### src/sv/cau_pkg.sv
// ----------------------------------------------------------------------------
// Complex arithmetic unit package
// Shared widths, operation codes, per-cell data types and the clip helper.
// ----------------------------------------------------------------------------
package cau_pkg;

  localparam int WORD_W    = 32;
  localparam int FRAC_W    = 16;
  localparam int PROD_W    = 2 * WORD_W;
  localparam int EXT_W     = PROD_W + 2;
  localparam int QUO_W     = WORD_W + 1;
  localparam int DIV_REM_W = PROD_W;
  localparam int SQ_IN_W   = 2 * QUO_W;
  localparam int SQ_ROOT_W = QUO_W;
  localparam int SQ_REM_W  = QUO_W + 2;
  localparam int STEPS     = QUO_W;
  localparam int FRONT_STAGES = 4;
  localparam int STAGES    = FRONT_STAGES + STEPS + 1 + STEPS + 1;

  typedef enum logic [2:0] {
    OP_ADD    = 3'd0,
    OP_SUB    = 3'd1,
    OP_MUL    = 3'd2,
    OP_DIV    = 3'd3,
    OP_SQRT   = 3'd4,
    OP_SQUARE = 3'd5,
    OP_MAG    = 3'd6,
    OP_NONE   = 3'd7
  } op_t;

  typedef logic signed [WORD_W-1:0] word_t;

  typedef struct packed {
    logic [SQ_REM_W-1:0]  rem;
    logic [SQ_ROOT_W-1:0] root;
    logic [SQ_IN_W-1:0]   n;
  } sq_t;

  typedef struct packed {
    logic [DIV_REM_W-1:0] rem;
    logic [QUO_W-1:0]     bits;
    logic [QUO_W-1:0]     q;
    logic [PROD_W-1:0]    d;
  } div_t;

  typedef struct packed {
    op_t   op;
    word_t x;
    logic  y_neg;
    word_t re;
    word_t im;
    logic  sat;
    logic  dz;
    logic  neg_re;
    logic  neg_im;
    logic  dsat_re;
    logic  dsat_im;
  } side1_t;

  typedef struct packed {
    op_t   op;
    logic  y_neg;
    word_t re;
    word_t im;
    logic  sat;
    logic  dz;
  } side2_t;

  // Clip a wide signed value to the word range; the top bit of the result
  // flags that clipping happened.
  function automatic logic [WORD_W:0] clip_word(input logic signed [EXT_W-1:0] v);
    logic              in_range;
    logic [WORD_W-1:0] w;
    in_range = (&v[EXT_W-1:WORD_W-1]) | ~(|v[EXT_W-1:WORD_W-1]);
    if (in_range) begin
      w = v[WORD_W-1:0];
    end else if (v[EXT_W-1]) begin
      w = {1'b1, {(WORD_W-1){1'b0}}};
    end else begin
      w = {1'b0, {(WORD_W-1){1'b1}}};
    end
    return {~in_range, w};
  endfunction

endpackage

### src/sv/cau_div_cell.sv
// ----------------------------------------------------------------------------
// Divider cell
// One restoring division step: brings in one dividend bit, makes one
// quotient bit and passes the partial remainder to the next cell.
// ----------------------------------------------------------------------------
module cau_div_cell (
  input  logic          clk,
  input  logic          en,
  input  cau_pkg::div_t cur,
  output cau_pkg::div_t nxt
);

  logic [cau_pkg::DIV_REM_W:0] rem2;
  logic [cau_pkg::DIV_REM_W:0] diff;
  logic                        take;

  always_comb begin
    rem2 = {cur.rem, cur.bits[cau_pkg::QUO_W-1]};
    diff = rem2 - {1'b0, cur.d};
    take = rem2 >= {1'b0, cur.d};
  end

  always_ff @(posedge clk) begin
    if (en) begin
      nxt.d    <= cur.d;
      nxt.bits <= {cur.bits[cau_pkg::QUO_W-2:0], 1'b0};
      nxt.q    <= {cur.q[cau_pkg::QUO_W-2:0], take};
      nxt.rem  <= take ? diff[cau_pkg::DIV_REM_W-1:0] : rem2[cau_pkg::DIV_REM_W-1:0];
    end
  end

endmodule

### config.mk
export PLATFORM = sky130hd
export DESIGN_NAME = cau_div_cell
export DESIGN_NICKNAME = d
export VERILOG_FILES = /design/src/sv/cau_pkg.sv /design/src/sv/cau_div_cell.sv
export SDC_FILE = /design/constraint.sdc
export NUM_CORES = 1
export LEC_CHECK = 0
export BUFFER_PORTS_ARGS = -buffer_cell sky130_fd_sc_hd__buf_4
export CAP_MARGIN = 0
export CELL_PAD_IN_SITES_DETAIL_PLACEMENT = 1
export CELL_PAD_IN_SITES_GLOBAL_PLACEMENT = 2
export CORE_ASPECT_RATIO = 0.8
export CORE_MARGIN = 2
export CORE_UTILIZATION = 30
export DETAILED_ROUTE_END_ITERATION = 10
export GPL_TIMING_DRIVEN = 1
export HOLD_SLACK_MARGIN = 0.12
export PLACE_DENSITY_LB_ADDON = 0.1
export SLEW_MARGIN = 30
export SYNTH_ARGS = -nofsm -noshare
export SYNTH_HDL_FRONTEND = slang
export SYNTH_SLANG_ARGS = --single-unit
### constraint.sdc
create_clock -name clk -period 6.2 [get_ports clk]
set_input_delay 1.55 -clock clk [delete_from_list [all_inputs] [get_ports clk]]
set_output_delay 1.55 -clock clk [all_outputs]
set_load 0.1 [all_outputs]
==> results of run 1 <==
-- logic make-up (layout without fill, tap and decap cells) --
family | after synthesis | in the layout | share of synthesized area
xor gates and xnor gates | 56 | 56 | 0.04598
muxes | 63 | 63 | 0.06839
AOI/OAI and AO/OA | 225 | 225 | 0.1399
DFF | 193 | 193 | 0.5433
and+or+nand+nor | 175 | 175 | 0.08059
adders and majority gates | 65 | 65 | 0.07695
other | 1 | 2 | 0.0003516
buffers and inverters | 109 | 508 | 0.04446
-- cell usage in the layout (no fill, tap or decap), types with 4 or more instances in the layout --
master / netlist / layout
buf_4: 5 / 392
edfxtp_1: 193 / 193
inv_1: 80 / 80
a21oi_1: 71 / 71
ha_1: 64 / 64
nand2_1: 58 / 58
mux2_2: 51 / 51
nor2_1: 37 / 37
xnor2_1: 37 / 37
a21o_1: 36 / 36
o21ai_0: 35 / 35
xor2_1: 19 / 19
clkbuf_16: 0 / 17
nand4_1: 15 / 15
o21bai_1: 13 / 13
and3_1: 11 / 11
nand3_1: 10 / 10
nor3_1: 9 / 9
a31oi_1: 8 / 8
a211oi_1: 7 / 7
nor2b_1: 7 / 7
o31ai_1: 7 / 7
mux2_4: 7 / 7
a21boi_0: 5 / 5
mux2i_1: 5 / 5
a211o_1: 4 / 4
nand2b_1: 4 / 4
inv_6: 0 / 4
-- where the power goes --
group / total, W / leakage (nW) / switching, W / internal [W]
sequential: 0.00165 / 1.89 / 0.0000383 / 0.00161
combinational: 0.00194 / 4.28 / 0.00143 / 0.000506
clock: 0.00111 / 0.277 / 0.000541 / 0.000567
-- worst max path at each step --
stage	from	end	cells after the start
after floorplan	cur[1]	nxt[183]	16
after global placement	cur[1]	nxt[154]	16
after detailed placement	cur[0]	nxt[192]	13
after CTS	cur[0]	nxt[192]	13
after global routing	cur[0]	nxt[192]	13
final	cur[0]	nxt[192]	13
-- final cells by class --
class	instances	area, sq um
fillers	3868	20210
clock buffers	18	429.2
inverters	81	309.0
flip-flops and latches	193	5796
diodes	1	2.502
multi-input cells	585	4397
repair buffers	395	2997
well taps	472	590.6
clock inverters	14	150.1
-- metal layers --
metal,track usage,part of all wire
met1,0.2478,0.47
met2,0.2911,0.46
met3,0.04802,0.056
met4,0.05208,0.013
met5,0,0
-- through the flow --
step,total power [W],utilization
after floorplan,0.003136,-
after global placement,0.003617,0.4039
after detailed placement,0.003625,0.4039
after CTS,0.004763,0.4205
after global routing,0.004895,0.4206
final,0.004696,0.4206
-- worst max-delay path: stages --
cell	delay [ps]
buf_4	130
ha_1	230
fa_1	410
nand2b_1	170
a21boi_0	430
o211ai_1	190
a211oi_1	440
o31ai_1	230
o221a_2	380
o21ai_0	360
o221ai_1	370
and3b_1	290
o41ai_1	300
==> results.md, run 1 <==
Outcome:
- The run finished with clean final reports.

Timing:
- On the final layout, the worst hold slack is approximately 1300 ps.
- At the pin with the least slew margin, the transition time is 731.2 ps.
- The achievable frequency is around 190 MHz.
- The final period demand of the worst path is roughly 5200 ps.
- The count of endpoints failing hold in the final timing report is 0.
- After layout, the worst setup slack is about 960 ps.
- The normalized max-slew margin is 0.5125.
- The final worst-path cycle share is 0.8454.
- Setup violations remaining at the end of the flow were counted as 0.
- Setup repair after global routing left no endpoint under its margin.
- The number of slew-limit violations in the final report came to 0.
- The sum of negative setup slack is 0 ps.

Cells and area:
- The number of nets in the final layout is 1534.
- In the final layout, the registers with the most flip-flops are nxt (193).
- Of the cells placed in the final design, the portion with a size suffix greater than 1 is 0.3857.
- The count of placed standard cells in the final layout, fillers left out is around 1800.
- The register with the most flip-flops in the final layout is nxt.
- After routing the design area is 14670 sq um.
- The area overhead of the layout relative to synthesis is 37.54%.
- The number of flip-flops under the largest register name is approximately 190.

Synthesis:
- The predominant post-synthesis flop cell is edfxtp_1.
- Of all flip-flops after synthesis, the portion carrying an async set or reset was 0.
- The mean instance size in the synthesized netlist is roughly 12 sq um.
- Synthesis inferred between 150 and 200 register bits.
- edfxtp_1 takes more of the synthesized area than any other cell.
- For this run, the register share of the synthesized area comes to 0.5433.
- Yosys mapped a number of flops with a built-in enable equal to approximately 190.
- Synthesis produced 887 cells.
- The top-area cell type share of the netlist area is 0.5433.
- The count of yosys warnings during synthesis is 0.
- Counting every net in the synthesized netlist gives between 1000 and 1500.
- After synthesis, the most frequently instantiated cells are 193 x edfxtp_1, 80 x inv_1, 71 x a21oi_1.
- Among all cell types in the netlist, the one instantiated most often is edfxtp_1.
- The number of unique standard cell types used by synthesis is 70.
- The synthesized cell area is between 10000 and 15000 sq um.
- By area the synthesized netlist is led by edfxtp_1 54%, ha_1 7.5%, mux2_2 5.4%.

Routing:
- The overall via count from detail_route is roughly 8400.
- The number of iterations in the first detailed-routing pass is 4.
- After detailed routing, the number of vias per cell comes to around 4.8.
- The total length of routed wires is between 30 and 40 mm.
- The detailed router finished its first iteration with 371 violations.
- The remaining antenna violation count after routing is 0.
- The count of unresolved DRC violations after routing is 0.
- The routed length per placed instance is a little under 20 um.

Floorplan:
- The overall die width is roughly 210 um.
- The die height is approximately 170 um.
- The floorplan row count is 61.
- The floorplan core area is 34880 sq um.
- The die area is around 37000 sq um.
- For this configuration, the core starts out at a cell density of 0.3058.
- Pin placement for this block handled 390 I/O pins.

GRT:
- The initial antenna violation count is 1.
- The maximum number of pins on one net before global-route repair is 118.
- For this run the aggregate overflow at the end of global routing stands at 0.
- The number of global-route vias before repair is 8761.
- The first global-routing pass estimated 52.47 mm of wire.
- The global-route total usage across every layer is 0.1838.

Place:
- The weighted congestion at the end of routability-driven global placement is approximately 0.83.
- The estimated wirelength of the detail-placed design is between 20 and 30 mm.
- The placed instances occupy a cell area of 14090 sq um.
- The number of input and output port buffers inserted is 387.
- The instance count after placement with tap cells included is about 1700.
- Before CTS, the worst setup slack after placement is ~480 ps.

Pwr:
- Power spread over the standard cell area amounts to 320.1 nW/um^2.
- Across the VDD grid, the largest voltage drop is roughly 0.00017 V.
- For this design the static power due to leakage is between 6 and 7 nW.

Clock tree:
- In this run, post-CTS hold repair placed 0 buffers.
- The TritonCTS clock tree is done.
- The count of H-tree levels built during CTS is 4.
- Once the clock tree was built, the resizer swapped 0 gates to a different size.
- The number of buffers added for setup after CTS is 0.
- The CTS sink count is approximately 190.
- The cell sitting at the root of the clock tree is a clkbuf_16.
- TritonCTS created 17 clock buffers.
- The clock transition at the registers of the reported paths is ~80 ps.
- Counting along the longest clock path gives a buffer depth of 2.

Setup path:
- The worst-path maximum fanout is 3.
- The signal arrival time at the worst endpoint is between 5000 and 6000 ps.
- STA classifies the critical path startpoint as an input port.
- STA puts the critical path data required time at about 6500 ps.
- The critical path is of the input port to flop type.
- STA classifies the critical path endpoint as a flop.

Min path:
- The startpoint of the most critical hold path is cur[95].
- The worst hold path class is input port to flop.
- The destination of the worst hold path is nxt[96].
- Along the worst hold path, the cell count comes to 1.

Flow run:
- The number of max-capacitance violations reported is 0.
Note: power is estimated with default switching activity, not from simulation.
==> run 2: changes to the inputs <==
--- a/config.mk
+++ b/config.mk
@@ -11,7 +11,7 @@
 export CELL_PAD_IN_SITES_GLOBAL_PLACEMENT = 2
 export CORE_ASPECT_RATIO = 0.8
 export CORE_MARGIN = 2
-export CORE_UTILIZATION = 30
+export CORE_UTILIZATION = 28
 export DETAILED_ROUTE_END_ITERATION = 10
 export GPL_TIMING_DRIVEN = 1
 export HOLD_SLACK_MARGIN = 0.12
==> constraint.sdc (replaced) <==
create_clock -name clk -period 4.4 [get_ports clk]
set_input_delay 1.1 -clock clk [delete_from_list [all_inputs] [get_ports clk]]
set_output_delay 1.1 -clock clk [all_outputs]
set_load 0.1 [all_outputs]
==> results.md, run 2 (synthesized netlist as in run 1, its figures left out) <==
Place:
- The post-placement worst setup slack is -565.1 ps (was 475.0 ps).
- The weighted congestion at the end of routability-driven global placement was 0.8486 (was 0.8348).
- The estimated wirelength of the detail-placed design was 29.11 mm (was 26.98 mm).
- The number of input and output port buffers inserted is 387 (unchanged).

Timing:
- The sum of negative setup slack is 0 ps (unchanged).
- Of the available clock period, the critical path in the final layout requires 0.9532.
- The tightest hold margin is 808.7 ps (was 1256 ps).
- The final period demand of the worst path is approximately 4200 ps.
- The number of slew-limit violations in the final report came to 0 (unchanged).
- The least setup slack across all paths after layout is 205.7 ps (was 958.6 ps).
- Setup repair after global routing missed its margin: no (unchanged).
- The transition at the pin with the smallest max-transition slack was 737.8 ps (was 731.2 ps).
- The count of endpoints failing hold in the final timing report is 0 (unchanged).
- The normalized max-slew margin came to 0.5081 (was 0.5125).
- The count of final setup violators is 0 (unchanged).
- For this run, the top clock speed supported by timing is approximately 240 MHz.

Cells and area:
- The most flop-heavy register is nxt (unchanged).
- The most frequent standard cell in the layout excluding fill and tap cells is buf_4 (unchanged).
- The flip-flop and latch area is 5796 sq um (unchanged).
- The number of nets in the final layout was 1629 (was 1534).
- Top Registers: nxt (193) (unchanged).
- The number of flip-flops under the largest register name came to 193 (unchanged).
- The area overhead of the layout relative to synthesis came to 45.13% (was 37.54%).
- Most frequent cells in the layout: 483 x buf_4, 193 x edfxtp_1, 80 x inv_1, 71 x a21oi_1, 64 x ha_1 (was 392 x buf_4, 193 x edfxtp_1, 80 x inv_1, 71 x a21oi_1, 64 x ha_1).
- The area occupied by multi-input gates is 4417 sq um (was 4397 sq um).
- The antenna diode count is 0 (was 1).
- The count of filler cells inserted in the layout is 4054 (was 3868).
- The layout cell share with drive strength beyond 1 came to 0.4312 (was 0.3857).

Clock tree:
- The CTS sink count is 193 (unchanged).
- The buffer cell driving the clock tree root was clkbuf_16 (unchanged).
- The count of instances resized after the clock tree is built is 1 (was 0).
- The number of buffers between clock root and the deepest sink is 2 (unchanged).
- The clock transition at the registers of the reported paths is 80 ps (about the same).
- The count of H-tree levels built during CTS came to 4 (unchanged).
- The TritonCTS buffer count is 17 (unchanged).
- The TritonCTS clock tree is done (unchanged).
- The number of buffers added for setup after CTS is 0 (unchanged).
- The number of buffers inserted for hold repair after clock tree synthesis is 0 (unchanged).

Pwr:
- The leakage power of the design is 6.937 nW (was 6.447 nW).
- The maximum vdd drop was 0.0001805 V (was 0.0001676 V).
- The power density relative to cell area was 440.7 nW/um^2 (was 320.1 nW/um^2).

Floorplan:
- The die area is 39680 sq um (was 37090 sq um).
- The starting utilization of the core area is 0.2861 (was 0.3058).
- The die height was 178.6 um (was 172.7 um).
- The number of primary I/O pins is 390 (unchanged).
- The overall die width is 222.2 um (was 214.8 um).
- The floorplan core area is 37280 sq um (was 34880 sq um).
- The floorplan row count is 63 (was 61).

Routing:
- The mean number of vias per cell came to 4.693 (was 4.775).
- The routed metal-1 wirelength is 17.38 mm (was 15.90 mm).
- The highest layer used for signal routing is met5 (was met4).
- The overall via count from detail_route is 8762 (was 8399).
- The total length of routed wires is 36.14 mm (was 34.00 mm).
- The remaining antenna violation count after routing is 0 (unchanged).
- The total length of routed met2 wires was 16.63 mm (was 15.77 mm).
- The number of iterations in the first detailed-routing pass is 5 (was 4).
- The routed length per placed instance is 19.36 um (was 19.33 um).
- The DRC marker count from the first detailed-route iteration is 329 (was 371).
- The met3 wire length is 1.899 mm (was 1.897 mm).
- The count of unresolved DRC violations after routing was 0 (unchanged).

Setup path:
- The critical path endpoint category is a flop (unchanged).
- The startpoint class of the critical path is an input port (unchanged).
- The signal arrival time at the worst endpoint is 4410 ps (was 5510 ps).
- The worst-path maximum fanout is 19 (was 3).
- The type of the worst setup path is input port to flop (unchanged).
- The required arrival time at the worst endpoint came to 4610 ps (was 6470 ps).

GRT:
- The maximum number of pins on one net before global-route repair is 82 (was 118).
- The initial antenna violation count came to 1 (unchanged).
- The global-route total usage across every layer was 0.1821 (was 0.1838).
- The first-pass GRT wire length is 54.39 mm (was 52.47 mm).
- The number of global-route vias before repair is 9113 (was 8761).
- The total congestion overflow came to 0 (unchanged).

Flow run:
- The number of max-capacitance violations reported came to 0 (unchanged).

Outcome:
- Run status: finished, final reports clean (unchanged).

Min path:
- The worst hold path class is input port to flop (unchanged).
[run 2: cell types whose count changed in the layout (fill, tap and decap cells not counted), sizes merged]
cell	change
diode	-1
inv	+3
clkinvlp	-1
buf	+95
bufinv	+1
clkinv	-3
clkbuf	-1
[run 2: final cells by class]
cell class                 count  share of cell area
sequential                   193              0.3744
timing repair buffer         490              0.2429
clock buffer                  17             0.02748
multi-input combinational    585              0.2853
clock inverter                14             0.01059
tap                          487             0.03936
inverter                      81             0.01996
[run 2: per-layer routing]
metal / GRT usage / vias to the layer above
met5: 0 / -
met4: 0.03547 / 2
met3: 0.04810 / 16
met2: 0.2892 / 216
met1: 0.2506 / 4250
li1: - / 4278
[run 2: worst max-delay path, stage by stage]
cell	delay (ps)
buf_4	110
inv_1	40
ha_1	280
nor2b_2	130
o21ai_1	90
o21a_2	220
o31a_1	290
o31a_1	430
o41ai_2	230
buf_4	170
a41o_2	240
a31oi_4	100
o211a_1	300
clkinv_4	110
buf_12	180
mux2_2	360
[run 2: worst paths after layout]
| path | end | startpoint | cells past startpoint |
|---|---|---|---|
| min | nxt[121] | cur[120] | 1 |
| max | nxt[137] | cur[1] | 16 |
[run 2: per-stage QoR]
step / util / instances / cell area (sq um) / total power, W
floorplan: - / 887 / 10670 / 0.004419
global placement: 0.3988 / 1836 / 14870 / 0.005231
detailed placement: 0.3988 / 1836 / 14870 / 0.005251
CTS: 0.4146 / 1867 / 15460 / 0.006906
global route: 0.4152 / 1867 / 15480 / 0.007107
finish: 0.4152 / 1867 / 15480 / 0.006822
[run 2: report_power, final]
| part | leakage [nW] | total (W) | internal [W] | switching [W] |
|---|---|---|---|---|
| logic | 4.76 | 0.00288 | 0.000815 | 0.00206 |
| clock network | 0.287 | 0.00163 | 0.000853 | 0.000774 |
| registers | 1.89 | 0.00232 | 0.00227 | 0.0000538 |
| total | 6.94 | 0.00682 | 0.00393 | 0.00289 |
