===== src/sv/cau_pkg.sv =====
// ----------------------------------------------------------------------------
// Complex arithmetic unit package
// Shared widths, operation codes, per-cell data types and the clip helper.
// ----------------------------------------------------------------------------
package cau_pkg;

  localparam int WORD_W    = 32;
  localparam int FRAC_W    = 16;
  localparam int PROD_W    = 2 * WORD_W;
  localparam int EXT_W     = PROD_W + 2;
  localparam int QUO_W     = WORD_W + 1;
  localparam int DIV_REM_W = PROD_W;
  localparam int SQ_IN_W   = 2 * QUO_W;
  localparam int SQ_ROOT_W = QUO_W;
  localparam int SQ_REM_W  = QUO_W + 2;
  localparam int STEPS     = QUO_W;
  localparam int FRONT_STAGES = 4;
  localparam int STAGES    = FRONT_STAGES + STEPS + 1 + STEPS + 1;

  typedef enum logic [2:0] {
    OP_ADD    = 3'd0,
    OP_SUB    = 3'd1,
    OP_MUL    = 3'd2,
    OP_DIV    = 3'd3,
    OP_SQRT   = 3'd4,
    OP_SQUARE = 3'd5,
    OP_MAG    = 3'd6,
    OP_NONE   = 3'd7
  } op_t;

  typedef logic signed [WORD_W-1:0] word_t;

  typedef struct packed {
    logic [SQ_REM_W-1:0]  rem;
    logic [SQ_ROOT_W-1:0] root;
    logic [SQ_IN_W-1:0]   n;
  } sq_t;

  typedef struct packed {
    logic [DIV_REM_W-1:0] rem;
    logic [QUO_W-1:0]     bits;
    logic [QUO_W-1:0]     q;
    logic [PROD_W-1:0]    d;
  } div_t;

  typedef struct packed {
    op_t   op;
    word_t x;
    logic  y_neg;
    word_t re;
    word_t im;
    logic  sat;
    logic  dz;
    logic  neg_re;
    logic  neg_im;
    logic  dsat_re;
    logic  dsat_im;
  } side1_t;

  typedef struct packed {
    op_t   op;
    logic  y_neg;
    word_t re;
    word_t im;
    logic  sat;
    logic  dz;
  } side2_t;

  // Clip a wide signed value to the word range; the top bit of the result
  // flags that clipping happened.
  function automatic logic [WORD_W:0] clip_word(input logic signed [EXT_W-1:0] v);
    logic              in_range;
    logic [WORD_W-1:0] w;
    in_range = (&v[EXT_W-1:WORD_W-1]) | ~(|v[EXT_W-1:WORD_W-1]);
    if (in_range) begin
      w = v[WORD_W-1:0];
    end else if (v[EXT_W-1]) begin
      w = {1'b1, {(WORD_W-1){1'b0}}};
    end else begin
      w = {1'b0, {(WORD_W-1){1'b1}}};
    end
    return {~in_range, w};
  endfunction

endpackage


===== src/sv/cau_fixup.sv =====
// ----------------------------------------------------------------------------
// Complex arithmetic unit middle stage
// Rounds and clips the quotients, clips the magnitude and loads the two
// square-root chains of the principal root.
// ----------------------------------------------------------------------------
module cau_fixup (
  input  logic            clk,
  input  logic            en,
  input  cau_pkg::sq_t    mag_in,
  input  cau_pkg::div_t   dre_in,
  input  cau_pkg::div_t   dim_in,
  input  cau_pkg::side1_t side_in,
  output cau_pkg::sq_t    sqa_out,
  output cau_pkg::sq_t    sqb_out,
  output cau_pkg::side2_t side_out
);

  logic [cau_pkg::WORD_W:0] q_re, q_im, cl_mag;
  logic signed [cau_pkg::QUO_W+1:0] sum_p, sum_m;
  cau_pkg::side2_t side_next;

  // Round to nearest with ties away from zero, apply the sign and clip.
  function automatic logic [cau_pkg::WORD_W:0] div_finish(input cau_pkg::div_t dv,
                                                          input logic neg,
                                                          input logic dsat);
    logic [cau_pkg::QUO_W:0]          qr;
    logic signed [cau_pkg::EXT_W-1:0] v;
    qr = {1'b0, dv.q} + (cau_pkg::QUO_W + 1)'({dv.rem, 1'b0} >= {1'b0, dv.d});
    v  = cau_pkg::EXT_W'(qr);
    if (neg) begin
      v = -v;
    end
    if (dsat) begin
      return neg ? {1'b1, 1'b1, (cau_pkg::WORD_W-1)'(0)}
                 : {1'b1, 1'b0, {(cau_pkg::WORD_W-1){1'b1}}};
    end
    return cau_pkg::clip_word(v);
  endfunction

  always_comb begin
    q_re   = div_finish(dre_in, side_in.neg_re, side_in.dsat_re);
    q_im   = div_finish(dim_in, side_in.neg_im, side_in.dsat_im);
    cl_mag = cau_pkg::clip_word(cau_pkg::EXT_W'(mag_in.root));
    sum_p  = $signed({2'b00, mag_in.root}) + (cau_pkg::QUO_W + 2)'(side_in.x);
    sum_m  = $signed({2'b00, mag_in.root}) - (cau_pkg::QUO_W + 2)'(side_in.x);

    side_next.op    = side_in.op;
    side_next.y_neg = side_in.y_neg;
    side_next.dz    = side_in.dz;
    side_next.re    = side_in.re;
    side_next.im    = side_in.im;
    side_next.sat   = side_in.sat;
    if (side_in.op == cau_pkg::OP_DIV) begin
      if (side_in.dz) begin
        side_next.re  = '0;
        side_next.im  = '0;
        side_next.sat = 1'b0;
      end else begin
        side_next.re  = q_re[cau_pkg::WORD_W-1:0];
        side_next.im  = q_im[cau_pkg::WORD_W-1:0];
        side_next.sat = q_re[cau_pkg::WORD_W] | q_im[cau_pkg::WORD_W];
      end
    end else if (side_in.op == cau_pkg::OP_MAG) begin
      side_next.re  = cl_mag[cau_pkg::WORD_W-1:0];
      side_next.im  = '0;
      side_next.sat = cl_mag[cau_pkg::WORD_W];
    end
  end

  always_ff @(posedge clk) begin
    if (en) begin
      side_out     <= side_next;
      sqa_out.rem  <= '0;
      sqa_out.root <= '0;
      sqa_out.n    <= cau_pkg::SQ_IN_W'(sum_p[cau_pkg::QUO_W:0]) << (cau_pkg::FRAC_W - 1);
      sqb_out.rem  <= '0;
      sqb_out.root <= '0;
      sqb_out.n    <= cau_pkg::SQ_IN_W'(sum_m[cau_pkg::QUO_W:0]) << (cau_pkg::FRAC_W - 1);
    end
  end

endmodule


===== config.mk =====
export PLATFORM = sky130hd
export DESIGN_NAME = cau_fixup
export DESIGN_NICKNAME = d
export VERILOG_FILES = /design/src/sv/cau_pkg.sv /design/src/sv/cau_fixup.sv
export SDC_FILE = /design/constraint.sdc
export NUM_CORES = 1
export LEC_CHECK = 0
export CAP_MARGIN = 20
export CORE_AREA = 4 4 371 373
export CTS_BUF_LIST = sky130_fd_sc_hd__clkbuf_8
export DETAILED_ROUTE_END_ITERATION = 10
export DIE_AREA = 0 0 375 377
export DONT_BUFFER_PORTS = 1
export SYNTH_ARGS = -nofsm -noshare
export SYNTH_HDL_FRONTEND = slang
export SYNTH_SLANG_ARGS = --single-unit

===== constraint.sdc =====
create_clock -name clk -period 8.93 [get_ports clk]
set_input_delay 1.786 -clock clk [delete_from_list [all_inputs] [get_ports clk]]
set_output_delay 1.786 -clock clk [all_outputs]
set_load 0.02 [all_outputs]

==> results.txt, run 1 <==
The number of instances resized during post-cts repair is 0. Derived from the worst setup path, the maximum achievable clock frequency is 0.125 GHz. Of the post-synthesis cell area, the dominant cell type holds 23.7%. After detailed routing, the average wire length per cell comes to 19.4 µm. The pre-antenna-repair detailed-routing pass consisted of 5 iterations. In this run the worst path has a maximum fanout of 17.

The logs give 868 for the initial DRC count and 10.3% for the total routing usage reported by global routing. The final route contains 15429 vias. Summed over all layers, the global routing overflow is 0. The final critical path takes up 89.4% of the cycle.

Each instance of the synthesized netlist takes up on average 8.07 µm². The first-pass GRT wire length came out at 104000 µm. After legalization and detailed placement, the total HPWL measured 65200 µm. For this design the static power due to leakage is 7.93 nW. Of the synthesized area, sequential elements account for 23.7%. The floorplan die height works out to 377 µm. The most used flip-flop cell after synthesis was edfxtp_1. The tools report the placed instance count as 3924. The tools report the number of buffers inserted by post-CTS setup repair as 0. The element type at the critical path end is a flop.

The last weighted congestion value of the routability-driven placer was 0.892; the maximum level of the CTS H-tree was 4. The root buffer cell is clkbuf_8. Data arrives at the worst endpoint at 8.32 ns. After synthesis the netlist holds a flip-flop and latch count of 137. For the end-of-flow core utilization, the log shows 14.6%. Yosys printed 0 warnings. In the synthesized netlist, the number of instances is 2155.

Counting every sink on the clock net gives 137. The tools report the total die area as 141000 µm². The floorplan step set the die width to 375 µm.

The dominant combinational cell family by area after synthesis was simple AND/OR/NAND/NOR gates. The kind of launch point of the worst setup path is an input pin. For the pin with the worst max-slew slack, the measured transition is 1.05 ns. The clock-pin slew of the registers on the worst-case setup and hold paths was 0.13 ns; the final-report hold violation count was 0. Setup violations remaining at the end of the flow were counted as 0. Yosys instantiated no cell more often than inv_1. In this run the count of I/O pins placed on the die edge is 968.

The run gives 15033 as the via count of the first global-routing pass. The peak supply drop is 91.7 µV. For the number of standard cells in the layout, taps in and fillers out, the log shows 3970.

The complex-gate fraction of the synthesized area is 17.7%. After detailed routing, the number of remaining DRC violations is 0. Number of max-slew violations in the final report: 0. The core region is 135000 µm². Sorting the synthesized cells by area gives the leading types as edfxtp_1 24%, ha_1 14%, buf_4 8.7%, xnor2_1 7.2%, inv_1 4.4%. Setup repair after global routing left no endpoint under its margin.

The number of buffers inserted for hold repair after clock tree synthesis was 0; the worst slew slack as a fraction of its limit was 29.4%. Entering global routing, the biggest net connects 138 pins. Of all flip-flops after synthesis, the portion carrying an async set or reset was 0%. Measured against the total synthesized area, the mux share comes to 0.619%. Once the floorplan was initialized, standard cells occupied 12.9% of the core.

Biggest area consumer among synthesized cells: edfxtp_1. The number of clock buffers added by TritonCTS is 17. By count the netlist is led by 205 x inv_1, 201 x buf_4, 198 x ha_1. After synthesis, the netlist uses 81 different library cells.

The shortest clock period the worst path allows after layout came out at 7.99 ns. The power density over the cells came out at 117 nW/µm². The flow ran to the end, and the final reports show no timing, DRC or antenna violations.

TritonCTS built the clock tree. The ratio of cells with drive above 1 in the final layout came out at 7.36%. For the number of antenna violations at the first check in global routing, the log shows 20. The longest clock path from root to sink contains 2 buffers. The final net count was 2992; the post-synthesis to final-layout area growth was 12.8%. Summed over all layers, the routed wires come to 77000 µm.

The layout has 15310 filler cells. The synthesized netlist devotes 19.0% of its cell area to simple gates. STA puts the critical path data required time at 9.26 ns. The post-synthesis cell area is 17400 µm². Across the run, the number of max-cap violations was 0. The count of standard-cell rows came out at 135.

Of the total synthesized cell area, the portion taken by XOR and XNOR cells is 8.86%. The detail route stage leaves a number of antenna-violating nets equal to 0. Number of enable-type register cells in the synthesized netlist: 137.

The class of the tightest hold or removal check was input pin to flop. The critical path in this run is classified as input pin to flop. The port buffer count is 0, and the accumulated negative setup slack is 0 ns.

The via count normalized by instance count is 3.89, and the arithmetic-cell share of the synthesized area counting full adders, half adders and majority gates is 14.5%.
==> logic make-up after synthesis <==
family / count (synthesis)
AO/OA/AOI/OAI: 475
XOR/XNOR: 176
adder cells (fa/ha/maj): 200
buffers and inverters: 508
flip-flops: 137
multiplexers: 10
other: 1
AND/OR/NAND/NOR: 648
==> sequential cells by signal, indices dropped and copies added (netlist names) <==
name	flops
sqa_out	33
side_out	70
sqb_out	34
==> final cells by class <==
type / count / area (µm²) / share of cell area, %
Inverter: 205 / 769 / 3.92
Clock buffer: 17 / 234 / 1.19
Antenna cell: 15 / 37.5 / 0.191
Multi-Input combinational cell: 1709 / 11300 / 57.8
Sequential cell: 137 / 4110 / 21.0
Clock inverter: 14 / 173 / 0.880
Timing Repair Buffer: 92 / 728 / 3.71
Tap cell: 1781 / 2230 / 11.4
==> cell usage in the layout, fill, tap and decap left out, types with 8 or more instances in the layout <==
master	instances
and4_1	11
conb_1	200
a21oi_1	97
or3_1	16
o21a_1	15
nand2b_1	28
a221oi_1	8
nor4_1	21
o21ai_0	104
a21o_1	40
o21ai_1	46
diode_2	15
buf_4	89
nor3_1	45
clkbuf_8	17
nor2_1	169
a211o_1	9
o21bai_1	17
nor2b_1	34
o221ai_1	35
xor2_1	34
nand2_1	125
ha_1	198
a31oi_1	17
xnor2_1	142
or4_1	8
nand4_1	64
inv_1	205
nand3_1	59
and3_1	21
edfxtp_1	137
or2_2	13
o31ai_1	18
==> per-stage QoR <==
step | instance area (µm²) | power (mW) | setup slack (ns) | hold slack, ns
final | 19600 | 2.29 | 0.944 | 1.25
after global routing | 19600 | 2.46 | 0.430 | 1.15
after CTS | 19600 | 2.35 | 0.967 | 1.13
after detailed placement | 19200 | 1.67 | 0.271 | 1.88
after global placement | 19200 | 1.66 | 0.293 | 1.88
after floorplan | 18100 | 1.55 | 1.23 | 1.88
==> where the power goes <==
group,internal (mW),switching (mW)
Clock,0.276,0.355
Combinational,0.259,0.434
Sequential,0.821,0.143
==> worst max-delay path: stages <==
cell	delay (ns)
inv_1	0.03
ha_1	0.27
nor2b_1	0.14
o21a_1	0.17
o21ai_0	0.13
nand2b_1	0.07
a21oi_1	0.13
o21ai_0	0.09
a221oi_1	0.31
o21ai_0	0.15
a221o_1	0.40
a221oi_1	0.32
o2111ai_1	0.15
buf_4	0.20
ha_1	0.21
ha_1	0.20
and3_1	0.20
a21o_1	0.22
a2111o_1	0.45
a211o_1	0.33
a311o_1	0.38
or4_4	0.51
o21ai_1	0.14
or3b_1	0.35
mux2_4	0.40
buf_4	0.20
nor2_1	0.24
o21ai_1	0.13
==> final timing paths <==
path | start | endpoint | slack [ns] | cells past startpoint
setup / recovery | dre_in[1] | side_out[62] | 0.94 | 28
hold / removal | side_in[4] | side_out[0] | 1.25 | 0
==> routing by layer <==
metal,wire length (µm),GRT usage [%],up-vias
met5,121,0,-
met4,3480,5.52,18
met3,10200,5.79,132
met2,35200,16.8,769
met1,28000,10.6,7244
li1,-,-,7266
(Power assumes the default switching activity.)
==> inputs of run 2 (changes only) <==
- BUFFER_PORTS_ARGS: default -> -buffer_cell sky130_fd_sc_hd__buf_4
- DONT_BUFFER_PORTS: 1 -> default
- clock period: 8.93 -> 9.46 ns (I/O delays scaled with it)
==> run 2 against run 1 <==
  * Wire length is 3.3% higher
  * Sequential share of layout area shrank 3.6 points
  * Combinational power up 53%
  * Cell area grew 21%
  * Largest cell class unchanged
  * Clock power shrank 6.2%
  * Total power increased by 7.1%
  * Critical path type unchanged
  * Via count increased by 12%
  * Critical endpoint is now side_out[4]
  * Non-clock buffer count is 552 higher
  * Global-route usage up 0.35 points
  * Count of clock-buffer cells in the layout did not move
  * Flip-flop and latch count stayed put
  * First-iteration DRC count rose by 21%
==> results.txt, run 2 (synthesis results as in run 1) <==
The power density over the cells is 103 nW/µm² (-11%), and the count of standard-cell rows is 135 (unchanged). Last weighted congestion value of the routability-driven placer: 0.892 (about the same). The number of standard cells in the layout, taps in and fillers out is 4516 (+14%), and the number of buffers inserted by post-CTS setup repair is 0 (unchanged). In the layout the commonest cells are 639 x buf_4, 206 x inv_1, 200 x conb_1, 198 x ha_1, 169 x nor2_1. The via count of the first global-routing pass was 16989 (+13%).

The tree is rooted in a clkbuf_8. The worst path uses 89.0% of the clock period. The run gives 23700 µm² (+21%) as the post-route cell area.

The clock-pin slew of the registers on the worst-case setup and hold paths was 0.10 ns (-0.03 ns); the switching fraction of total power was 40.8% (+0.099 points). The tools report the accumulated negative setup slack as 0 ns (unchanged). The worst setup path is of the input pin to flop kind. The detail-routed net length per standard cell works out to 17.6 µm (-9.2%). The top fanout value on the critical path is 32 (+15).

The beginning of the worst hold path is side_in[70]. The number of max-capacitance violations reported was 0 (unchanged). The tools report the arrival time at the worst endpoint as 8.78 ns (+0.46 ns).

The worst hold path terminates at side_out[66]. The total clock sinks is 137 (unchanged). STA classifies the critical path startpoint as an input pin. The via count normalized by instance count is 3.83 (-1.4%), and the placement-stage cell area is 23300 µm² (+22%). The logs give 0 (unchanged) for the final-report hold violation count and 17 (-15%) for the number of antenna violations at the first check in global routing. The logs give 0.119 GHz for the maximum clock frequency and 110000 µm (+6.0%) for the first-pass GRT wire length. Number of setup violations in the final report: 0 (unchanged). The tools report the initial DRC count as 1051 (+21%). The largest net degree at the start of global routing was 104 (-25%); the floorplan die height was 377 µm (unchanged). The placed instance count was 4476 (+14%). The tools report the element type at the critical path end as a flop.

The number of instances resized during post-cts repair came out at 0 (unchanged). The largest registers in the layout are side_out (70), sqb_out (34), sqa_out (33). The number of remaining DRC errors came out at 0 (unchanged). The fraction of power consumed by sequential logic came out at 32.4% (-9.7 points).

The tools report the total die area as 141000 µm² (unchanged). The tools report the number of buffers inserted for hold repair after clock tree synthesis as 0 (unchanged). The library cell used most frequently in the layout, excluding fill and tap cells, is buf_4. The number of CTS-inserted buffers is 17 (unchanged). The number of flip-flops under the largest register name is 70 (unchanged).

The placeable core region was 135000 µm² (unchanged); the count of cells along the worst hold path was 1 (+1). Actual transition at the worst max-transition pin: 0.898 ns (-0.151 ns). For the overflow left after global routing, the log shows 0 (unchanged).

For the number of max-slew violations in the final report, the log shows 0 (unchanged). The path class of the tightest hold or removal check is input pin to flop. The fill cell total of the finished layout came out at 15184 (-0.82%). The post-synthesis to final-layout area growth is 36.5%, and the post-layout worst setup margin is 1.04 ns (+0.0963 ns). The port buffer count is 600 (+600), and the maximum number of buffers from clock root to sink is 2 (unchanged). The maximum level of the CTS H-tree is 4 (unchanged), and the ratio of cells with drive above 1 in the final layout is 26.1% (+19 points).

The final routed wirelength across all metal layers is 79600 µm (+3.3%), and the part of the total power dissipated in combinational logic is 43.4% (+13 points). The number of search-and-repair iterations in the first detailed-routing pass came out at 6 (+1). The reported leakage power was 10.6 nW (+33%). The run gives 112 µV (+22%) as the peak supply drop.

The number of nets with antenna violations after detailed routing is 0 (unchanged), and the starting density of the core is 12.9% (unchanged). The worst slew slack as a fraction of its limit was 39.4% (+9.9 points). The largest register by flop count was side_out.

The tools report the vias after detailed routing as 17307 (+12%). The I/O pin count is 968 (unchanged), and the switching power summed over all nets is 1.00 mW (+7.4%). The detailed-placement wirelength estimate is 67200 µm (+3.1%).

The run finished with clean final reports. The critical path data required time was 9.82 ns (+0.56 ns). Setup repair after global routing left no endpoint under its margin. The worst slack at placement was 0.372 ns (+0.101 ns); the final net count was 3544 (+18%). The internal cell power was 1.45 mW (+7.0%); the total routing usage reported by global routing was 10.7% (+0.35 points). Counting I/O delays and the setup requirement, the final critical path takes 8.42 ns. The x dimension of the die was 375 µm (unchanged); the clock power share was 24.2% (-3.4 points). TritonCTS built the clock tree.
[run 2: worst max-delay path by stage]
stage                     start      endpoint  slack (ns)  cells after the start
floorplan             dre_in[1]  side_out[52]        1.66                     28
global placement      dre_in[1]  side_out[40]        0.43                     29
detailed placement    dre_in[1]  side_out[40]        0.37                     29
CTS                   dre_in[1]  side_out[40]        1.14                     29
global route         dim_in[63]  side_out[12]        0.75                     29
finish              dim_in[190]   side_out[4]        1.04                     28
[run 2: stage by stage]
step	hold WS, ns	utilization (%)	total power, mW
after floorplan	1.99	-	1.46
after global placement	2.07	17.3	1.86
after detailed placement	2.09	17.3	1.87
after CTS	1.33	17.6	2.51
after global routing	1.34	17.6	2.62
final	1.47	17.6	2.45
[run 2: cell type report]
type                       count  area [µm²]  area share (%)
clock buffer                  17         234           0.985
tap                         1781        2230            9.39
multi-input combinational   1709       11300            47.7
inverter                     205         769            3.24
sequential                   137        4110            17.3
antenna                        8        20.0          0.0843
timing repair buffer         644        4890            20.6
clock inverter                15         168           0.706
[run 2: power groups by stage]
stage               clock network (mW)  logic [mW]  registers [mW]
global route                     0.664        1.16           0.801
CTS                              0.645        1.07           0.795
global placement                     0        1.06           0.807
detailed placement                   0        1.07           0.809
finish                           0.593        1.06           0.794
floorplan                            0       0.556           0.903
[run 2: routing by layer]
layer	vias to the layer above	GRT usage, %	share of wire, %
met5	-	0	0.13
met2	726	18.1	47
met1	8095	12.6	41
met3	101	3.54	8.8
met4	16	3.87	2.6
li1	8369	-	-
[run 2: critical path: stages]
cell and delay [ns]:
buf_4 0.13, ha_1 0.29, nand4_1 0.09, or4b_2 0.70
nor3_1 0.29, nand3_1 0.18, or3_1 0.42, nor4_1 0.32
buf_4 0.18, nor3_1 0.04, nand2_1 0.10, nor2_1 0.08
o211ai_1 0.11, ha_1 0.30, ha_1 0.29, and3_1 0.33
nand4_1 0.17, a311oi_1 0.44, nand3_1 0.22, nor3_1 0.35
o21ai_0 0.27, nor4_1 0.52, a221o_1 0.23, nand3_1 0.14
buf_12 0.23, a21oi_1 0.19, buf_4 0.17, o21ai_0 0.07
